File: src/sv/rlfw_pkg.sv
// ----------------------------------------------------------------------------
// rlfw_pkg
// shared types and constants for the recursive lock with fifo wait queue
// ----------------------------------------------------------------------------
package rlfw_pkg;

   localparam int NUM_THREADS_DEF = 16;
   localparam int COUNT_WIDTH_DEF = 8;

   localparam int TID_WIDTH    = 4;
   localparam int STATUS_WIDTH = 3;
   localparam int DEPTH_WIDTH  = 8;
   localparam int MAP_WIDTH    = 1 << TID_WIDTH;
   localparam int QUEUE_LIMIT  = 16;

   typedef enum logic [STATUS_WIDTH-1:0] {
      STS_GRANTED      = 3'd0,
      STS_REGRANTED    = 3'd1,
      STS_BLOCKED      = 3'd2,
      STS_PARTIAL      = 3'd3,
      STS_FREED        = 3'd4,
      STS_ALREADY_WAIT = 3'd5,
      STS_NOT_HOLDER   = 3'd6,
      STS_OVERFLOW     = 3'd7
   } status_type;

   typedef enum logic {
      REQ_ACQUIRE = 1'b0,
      REQ_RELEASE = 1'b1
   } req_kind_type;

   typedef enum logic {
      FSM_IDLE = 1'b0,
      FSM_EXEC = 1'b1
   } fsm_state_type;

   // controller to datapath
   typedef struct packed {
      logic       load;
      logic       exec;
      status_type status;
   } ctrl_cmd_type;

   // datapath to controller, about the latched request and the lock state
   typedef struct packed {
      logic is_release;
      logic waiting;
      logic holder;
      logic taken;
      logic count_max;
      logic count_gt1;
      logic queue_full;
   } dp_flags_type;

endpackage

File: src/sv/rlfw_ctrl.sv
// ----------------------------------------------------------------------------
// rlfw_ctrl
// request sequencer: latches a request, then picks the outcome from the flags
// ----------------------------------------------------------------------------
module rlfw_ctrl (
   input  logic                  clock,
   input  logic                  reset,
   input  logic                  start,
   output logic                  busy,
   input  rlfw_pkg::dp_flags_type flags,
   output rlfw_pkg::ctrl_cmd_type cmd
);

   rlfw_pkg::fsm_state_type state_ff, state_in;

   always_ff @(posedge clock) begin
      if (reset) begin
         state_ff <= rlfw_pkg::FSM_IDLE;
      end else begin
         state_ff <= state_in;
      end
   end

   always_comb begin
      state_in   = state_ff;
      cmd.load   = 1'b0;
      cmd.exec   = 1'b0;
      cmd.status = rlfw_pkg::STS_NOT_HOLDER;
      busy       = 1'b0;
      case (state_ff)
         rlfw_pkg::FSM_IDLE: begin
            if (start) begin
               cmd.load = 1'b1;
               state_in = rlfw_pkg::FSM_EXEC;
            end
         end
         rlfw_pkg::FSM_EXEC: begin
            busy     = 1'b1;
            cmd.exec = 1'b1;
            state_in = rlfw_pkg::FSM_IDLE;
            if (!flags.is_release) begin
               if (flags.waiting) begin
                  cmd.status = rlfw_pkg::STS_ALREADY_WAIT;
               end else if (flags.holder) begin
                  cmd.status = flags.count_max ? rlfw_pkg::STS_OVERFLOW
                                               : rlfw_pkg::STS_REGRANTED;
               end else if (!flags.taken) begin
                  cmd.status = rlfw_pkg::STS_GRANTED;
               end else if (flags.queue_full) begin
                  cmd.status = rlfw_pkg::STS_ALREADY_WAIT;
               end else begin
                  cmd.status = rlfw_pkg::STS_BLOCKED;
               end
            end else begin
               if (!flags.holder) begin
                  cmd.status = rlfw_pkg::STS_NOT_HOLDER;
               end else if (flags.count_gt1) begin
                  cmd.status = rlfw_pkg::STS_PARTIAL;
               end else begin
                  cmd.status = rlfw_pkg::STS_FREED;
               end
            end
         end
         default: begin
            state_in = rlfw_pkg::FSM_IDLE;
         end
      endcase
   end

endmodule

File: src/sv/rlfw_datapath.sv
// ----------------------------------------------------------------------------
// rlfw_datapath
// lock registers, wait queue ring and result registers
// ----------------------------------------------------------------------------
module rlfw_datapath #(
   parameter int NUM_THREADS = rlfw_pkg::NUM_THREADS_DEF,
   parameter int COUNT_WIDTH = rlfw_pkg::COUNT_WIDTH_DEF
) (
   input  logic                                clock,
   input  logic                                reset,
   input  logic                                req_type,
   input  logic [rlfw_pkg::TID_WIDTH-1:0]      req_thread_id,
   input  rlfw_pkg::ctrl_cmd_type              cmd,
   output rlfw_pkg::dp_flags_type              flags,
   output logic                                rsp_valid,
   output logic [rlfw_pkg::STATUS_WIDTH-1:0]   rsp_status,
   output logic                                rsp_woken_valid,
   output logic [rlfw_pkg::TID_WIDTH-1:0]      rsp_woken_thread,
   output logic [rlfw_pkg::DEPTH_WIDTH-1:0]    rsp_hold_depth
);

   localparam int QDEPTH = (NUM_THREADS < rlfw_pkg::QUEUE_LIMIT) ? NUM_THREADS
                                                                   : rlfw_pkg::QUEUE_LIMIT;
   localparam int PTR_W  = $clog2(QDEPTH);
   localparam int QCNT_W = $clog2(QDEPTH + 1);
   localparam int TW     = rlfw_pkg::TID_WIDTH;
   localparam int MW     = rlfw_pkg::MAP_WIDTH;

   // latched request
   logic                   req_rel_ff;
   logic [TW-1:0]          req_tid_ff;

   // lock state
   logic                   taken_ff, taken_in;
   logic [TW-1:0]          owner_ff, owner_in;
   logic [COUNT_WIDTH-1:0] cnt_ff, cnt_in;

   // wait queue
   logic [TW-1:0]          queue_ff [QDEPTH];
   logic [PTR_W-1:0]       head_ff, head_in;
   logic [PTR_W-1:0]       tail_ff, tail_in;
   logic [QCNT_W-1:0]      qcnt_ff, qcnt_in;
   logic [MW-1:0]          map_ff, map_in;
   logic                   push;

   // result
   logic                   rsp_valid_ff;
   logic [rlfw_pkg::STATUS_WIDTH-1:0] status_ff;
   logic                   wv_ff, wv_in;
   logic [TW-1:0]          wt_ff, wt_in;
   logic [rlfw_pkg::DEPTH_WIDTH-1:0]  depth_ff, depth_in;

   always_ff @(posedge clock) begin
      if (cmd.load) begin
         req_rel_ff <= req_type;
         req_tid_ff <= req_thread_id;
      end
   end

   // flags for the controller
   always_comb begin
      flags.is_release = req_rel_ff;
      flags.waiting    = map_ff[req_tid_ff];
      flags.holder     = taken_ff && (owner_ff == req_tid_ff);
      flags.taken      = taken_ff;
      flags.count_max  = (cnt_ff == {COUNT_WIDTH{1'b1}});
      flags.count_gt1  = (cnt_ff > COUNT_WIDTH'(1));
      flags.queue_full = (qcnt_ff == QCNT_W'(QDEPTH));
   end

   // next state per chosen outcome
   always_comb begin
      taken_in = taken_ff;
      owner_in = owner_ff;
      cnt_in   = cnt_ff;
      head_in  = head_ff;
      tail_in  = tail_ff;
      qcnt_in  = qcnt_ff;
      map_in   = map_ff;
      push     = 1'b0;
      wv_in    = 1'b0;
      wt_in    = '0;
      case (cmd.status)
         rlfw_pkg::STS_GRANTED: begin
            taken_in = 1'b1;
            owner_in = req_tid_ff;
            cnt_in   = COUNT_WIDTH'(1);
         end
         rlfw_pkg::STS_REGRANTED: begin
            cnt_in = cnt_ff + COUNT_WIDTH'(1);
         end
         rlfw_pkg::STS_BLOCKED: begin
            push    = 1'b1;
            tail_in = (tail_ff == PTR_W'(QDEPTH - 1)) ? '0 : tail_ff + PTR_W'(1);
            qcnt_in = qcnt_ff + QCNT_W'(1);
            map_in  = map_ff | (MW'(1) << req_tid_ff);
         end
         rlfw_pkg::STS_PARTIAL: begin
            cnt_in = cnt_ff - COUNT_WIDTH'(1);
         end
         rlfw_pkg::STS_FREED: begin
            taken_in = 1'b0;
            owner_in = '0;
            cnt_in   = '0;
            if (qcnt_ff != '0) begin
               wv_in   = 1'b1;
               wt_in   = queue_ff[head_ff];
               head_in = (head_ff == PTR_W'(QDEPTH - 1)) ? '0 : head_ff + PTR_W'(1);
               qcnt_in = qcnt_ff - QCNT_W'(1);
               map_in  = map_ff & ~(MW'(1) << queue_ff[head_ff]);
            end
         end
         default: begin
         end
      endcase
   end

   // reported depth saturates at the width of the port
   generate
      if (COUNT_WIDTH > rlfw_pkg::DEPTH_WIDTH) begin : g_sat
         assign depth_in = (cnt_in > COUNT_WIDTH'(255)) ? '1
                                                        : cnt_in[rlfw_pkg::DEPTH_WIDTH-1:0];
      end else begin : g_ext
         assign depth_in = rlfw_pkg::DEPTH_WIDTH'(cnt_in);
      end
   endgenerate

   always_ff @(posedge clock) begin
      if (reset) begin
         taken_ff     <= 1'b0;
         owner_ff     <= '0;
         cnt_ff       <= '0;
         head_ff      <= '0;
         tail_ff      <= '0;
         qcnt_ff      <= '0;
         map_ff       <= '0;
         rsp_valid_ff <= 1'b0;
      end else begin
         rsp_valid_ff <= cmd.exec;
         if (cmd.exec) begin
            taken_ff <= taken_in;
            owner_ff <= owner_in;
            cnt_ff   <= cnt_in;
            head_ff  <= head_in;
            tail_ff  <= tail_in;
            qcnt_ff  <= qcnt_in;
            map_ff   <= map_in;
         end
      end
   end

   always_ff @(posedge clock) begin
      if (cmd.exec && push) begin
         queue_ff[tail_ff] <= req_tid_ff;
      end
      if (cmd.exec) begin
         status_ff <= cmd.status;
         wv_ff     <= wv_in;
         wt_ff     <= wt_in;
         depth_ff  <= depth_in;
      end
   end

   assign rsp_valid        = rsp_valid_ff;
   assign rsp_status       = status_ff;
   assign rsp_woken_valid  = wv_ff;
   assign rsp_woken_thread = wt_ff;
   assign rsp_hold_depth   = depth_ff;

   a_qcnt_bound: assert property (@(posedge clock) disable iff (reset)
      qcnt_ff <= QCNT_W'(QDEPTH))
      else $error("wait queue count beyond capacity");

   a_map_matches_count: assert property (@(posedge clock) disable iff (reset)
      $countones(map_ff) == int'(qcnt_ff))
      else $error("waiting map out of step with queue count");

   a_free_has_zero_count: assert property (@(posedge clock) disable iff (reset)
      !taken_ff |-> (cnt_ff == '0 && owner_ff == '0))
      else $error("free lock with nonzero count or owner");

   a_taken_has_count: assert property (@(posedge clock) disable iff (reset)
      taken_ff |-> cnt_ff != '0)
      else $error("held lock with zero count");

   a_rsp_after_exec: assert property (@(posedge clock) disable iff (reset)
      cmd.exec |=> rsp_valid_ff)
      else $error("executed request gave no result");

endmodule

File: src/sv/recursive_lock_fifo_waiters_unit.sv
// sequence: a request is latched at its transfer edge, then decided in the EXEC
//   state and registered into the result registers, which raise rsp_valid
// requests: the two-state sequencer takes no new request while it decides the last; busy is
//   high in the decide cycle; the receiver cannot stall, results are never held
// reset: synchronous, active high; lock free, queue empty, no result pending
// ----------------------------------------------------------------------------
// recursive_lock_fifo_waiters_unit
// recursive lock with owner, hold count and a fifo of waiting threads
// ----------------------------------------------------------------------------
module recursive_lock_fifo_waiters_unit #(
   parameter int NUM_THREADS = rlfw_pkg::NUM_THREADS_DEF,
   parameter int COUNT_WIDTH = rlfw_pkg::COUNT_WIDTH_DEF
) (
   input  logic                               clock,
   input  logic                               reset,
   // request channel
   input  logic                               start,
   output logic                               busy,
   input  logic                               req_type,
   input  logic [rlfw_pkg::TID_WIDTH-1:0]     req_thread_id,
   // result channel
   output logic                               rsp_valid,
   output logic [rlfw_pkg::STATUS_WIDTH-1:0]  rsp_status,
   output logic                               rsp_woken_valid,
   output logic [rlfw_pkg::TID_WIDTH-1:0]     rsp_woken_thread,
   output logic [rlfw_pkg::DEPTH_WIDTH-1:0]   rsp_hold_depth
);

   // command and status between sequencer and datapath
   rlfw_pkg::ctrl_cmd_type cmd;
   rlfw_pkg::dp_flags_type flags;

   // sequencer: latches on a transfer, then picks the outcome from the flags
   rlfw_ctrl u_ctrl (
      .clock (clock),
      .reset (reset),
      .start (start),
      .busy  (busy),
      .flags (flags),
      .cmd   (cmd)
   );

   // datapath: lock owner and count, wait queue ring, waiting map, result regs
   rlfw_datapath #(
      .NUM_THREADS (NUM_THREADS),
      .COUNT_WIDTH (COUNT_WIDTH)
   ) u_datapath (
      .clock            (clock),
      .reset            (reset),
      .req_type         (req_type),
      .req_thread_id    (req_thread_id),
      .cmd              (cmd),
      .flags            (flags),
      .rsp_valid        (rsp_valid),
      .rsp_status       (rsp_status),
      .rsp_woken_valid  (rsp_woken_valid),
      .rsp_woken_thread (rsp_woken_thread),
      .rsp_hold_depth   (rsp_hold_depth)
   );

endmodule

File: config.mk
export PLATFORM = sky130hd
export DESIGN_NAME = recursive_lock_fifo_waiters_unit
export DESIGN_NICKNAME = d
export VERILOG_FILES = /design/src/sv/rlfw_pkg.sv /design/src/sv/rlfw_ctrl.sv /design/src/sv/rlfw_datapath.sv /design/src/sv/recursive_lock_fifo_waiters_unit.sv
export SDC_FILE = /design/constraint.sdc
export NUM_CORES = 1
export LEC_CHECK = 0
export BUFFER_PORTS_ARGS = -buffer_cell sky130_fd_sc_hd__buf_2
export CORE_MARGIN = 2
export CORE_UTILIZATION = 60
export DETAILED_ROUTE_END_ITERATION = 7
export GPL_TIMING_DRIVEN = 0
export PLACE_DENSITY = 0.78
export SETUP_SLACK_MARGIN = 0.4
export SKIP_CTS_REPAIR_TIMING = 1
export SYNTH_ARGS = -nofsm -noshare
export SYNTH_HDL_FRONTEND = slang
export SYNTH_SLANG_ARGS = --single-unit
File: constraint.sdc
create_clock -name clock -period 4.7 [get_ports clock]
set_clock_uncertainty 0.1 [all_clocks]
set_input_delay 0.235 -clock clock [delete_from_list [all_inputs] [get_ports clock]]
set_output_delay 0.235 -clock clock [all_outputs]
set_load 0.01 [all_outputs]
==> impl_metrics.tcl <==
set metrics [dict create \
    grt_pass1_vias 4245 \
    netlist_top_cells_count "85 x edfxtp_1, 48 x dfxtp_1, 44 x a21oi_1" \
    ant_nets 0 \
    yosys.area.top_type "edfxtp_1" \
    ys.flop_type "edfxtp_1" \
    status "complete, no violations" \
    tns_ns 0 \
    p_per_area_nw_per_um2 372 \
    critPathRequiredTime_ns 4.77 \
    wl_met3_um 1160 \
    hp-class "input pin to flop" \
    drt_iter0_markers 384 \
    cellLeakagePower_nw 2.50 \
    fin_nets 553 \
    tritoncts "done" \
    numCtsBuffers 17 \
    ys_ff_latch 133 \
    area_growth_syn_to_layout_pct 15.0 \
    worst_slew_pin_slew_ns 0.980 \
    drt-wirelength-per-cell_um 20.4 \
    setup_viol 0 \
    cap_violations 0 \
    yosysMostFrequentCell "edfxtp_1" \
    fmax_mhz 254 \
    die_area_um2 11000 \
    wl_met1_um 5260 \
    grt_setup_unrepaired "no" \
    ys_seq_area_share_pct 57.8 \
    drive_gt1_share_pct 18.7 \
    antenna_found_initial 0 \
    grt_max_degree 24 \
    critical_path_arrival_ns 4.01 \
    syn_area_per_cell_um2 12.6 \
    cts-root-buf "clkbuf_8" \
    drc_errors 0 \
    grt_first_pass_wirelength_um 22100 \
    io_buffer_count 25 \
    htreeDepth 4 \
    pre_cts_slack_ns 0.593 \
    hold_viol_final 0 \
    drt-total-wl_um 13900 \
    period_needed_ns 3.94 \
    ys_warn_count 0 \
    grt_usage_pct 26.7 \
    worst-setup-path-type "flop to flop" \
    place.gp.congestion 0.919 \
    start_util_pct 61.9 \
    relSlewSlack_pct 34.6 \
    synth_edf_count 85 \
    syn_inst 483 \
    crit_path_start_kind "flop" \
    io_pins 26 \
    async_reset_ff_share_pct 0 \
    num_rows 36 \
    cts_buffer_depth 2 \
    dp_hpwl_um 9340 \
    clock_latency_ns 0.53 \
    synth_area_um2 6080 \
    max-vdd-ir-drop_mv 0.346 \
    synth_cell_type_count 56 \
    synth_area_leaders "edfxtp_1 42%, dfxtp_1 16%, mux4_2 8.9%" \
    cp-end-kind "flop" \
    vias 4371 \
    first_pass_iters 5 \
    wl_met2_um 7090 \
    highest_layer "met4" \
    mappedNetlistNets 503 \
    grt_remaining_overflow 0 \
    die_h_um 105 \
    n_antenna_cell 0 \
    via_per_inst 6.44 \
    worst_slack_ns 0.763 \
    die_w_um 105 \
    cp_max_fo 17 \
    drv_slew 0 \
    fin_crit_sh_pct 83.8 \
    clkSinkCount 133 \
    coreArea_um2 9820 \
    cts.clk_slew.worst_paths_ns 0.06 \
    synth_top_area_share_pct 42.0 \
]
==> layer usage <==
layer  up-vias  global-route usage, %
li1       1976                      -
met1      2141                   32.9
met2       220                   43.6
met3        34                   8.73
met4         0                   11.1
met5         -                      0
==> cell families after synthesis <==
group                    share of synthesized area, %
AND/OR/NAND/NOR                                  12.2
flip-flops                                       57.8
AO/OA/AOI/OAI                                    12.0
buffers and inverters                            2.94
multiplexers                                     11.0
adder cells (fa/ha/maj)                          2.59
XOR/XNOR                                         1.44
==> worst paths after layout <==
| check | end | cells past startpoint | slack [ns] | start |
|---|---|---|---|---|
| setup / recovery | u_datapath.queue_ff[2][2] | 9 | 0.76 | u_datapath.req_tid_ff[2] |
| hold / removal | u_datapath.req_rel_ff | 2 | 0.13 | start |
| setup reg to reg | u_datapath.queue_ff[2][2] | 9 | 0.76 | u_datapath.req_tid_ff[2] |
| hold reg to reg | u_datapath.owner_ff[3] | 2 | 0.37 | u_datapath.owner_ff[3] |
==> critical path, cell delays in order, from the launching register on <==
cell and delay [ns]:
edfxtp_1 0.68, buf_2 0.35, mux4_2 0.37, nand3b_1 0.14, nand4_1 0.17, o32ai_4 0.47, buf_2 0.33, and2_1 0.26
nand2_1 0.20, nor3_1 0.51
==> where the power goes <==
group / internal [mW] / leakage [nW] / switching [mW] / total (mW)
Clock: 0.727 / 0.282 / 0.485 / 1.21
Combinational: 0.0425 / 1.05 / 0.0730 / 0.116
Sequential: 1.26 / 1.16 / 0.0194 / 1.28
Total: 2.03 / 2.50 / 0.578 / 2.60
==> cell usage in the layout, fill, tap and decap left out, types with 4 or more instances in the layout <==
cell,n
xnor2_1,7
inv_1,14
nand2_1,27
mux4_2,24
o211ai_1,6
a31oi_1,18
nor2b_1,6
buf_2,33
nor2_1,33
mux2i_1,10
and4_1,4
clkbuf_8,4
buf_4,4
clkbuf_1,17
clkbuf_16,17
ha_1,11
and2_1,11
or3_1,7
dfxtp_1,48
and3_1,7
o21ai_0,8
a21oi_1,44
nor4_1,5
dlygate4sd3_1,5
a21o_1,4
edfxtp_1,85
nand3_1,23
nor3_1,5
==> registers in the layout, indices dropped and copies added, names as in the netlist, 5 cells and up, named ones only <==
register and count:
u_datapath.cnt_ff 8, u_datapath.map_ff 16, u_datapath.qcnt_ff 5, u_datapath.queue_ff 64, u_datapath.rsp_hold_depth 8
==> area by class of cell <==
class                      count  area [µm²]
fill                         682        2830
clock inverter                 9        63.8
clock buffer                  23         489
inverter                      14        52.6
sequential                   133        3510
multi-input combinational    308        2400
tap                          133         166
buffer                        28         126
timing repair buffer          31         183
==> stage by stage <==
| stage | hold WS, ns | cells | power, mW | util [%] | instance area [µm²] |
|---|---|---|---|---|---|
| 5_1_grt | 0.116 | 679 | 2.68 | 71.2 | 6990 |
| 2_1_floorplan | 0.234 | 483 | 1.37 | - | 6080 |
| 3_3_place_gp | 0.312 | 641 | 1.40 | 64.9 | 6370 |
| 4_1_cts | -0.239 | 673 | 2.61 | 70.5 | 6920 |
| 3_5_place_dp | 0.314 | 641 | 1.41 | 64.9 | 6370 |
| 6_report | 0.126 | 679 | 2.60 | 71.2 | 6990 |
(Power assumes the default switching activity.)
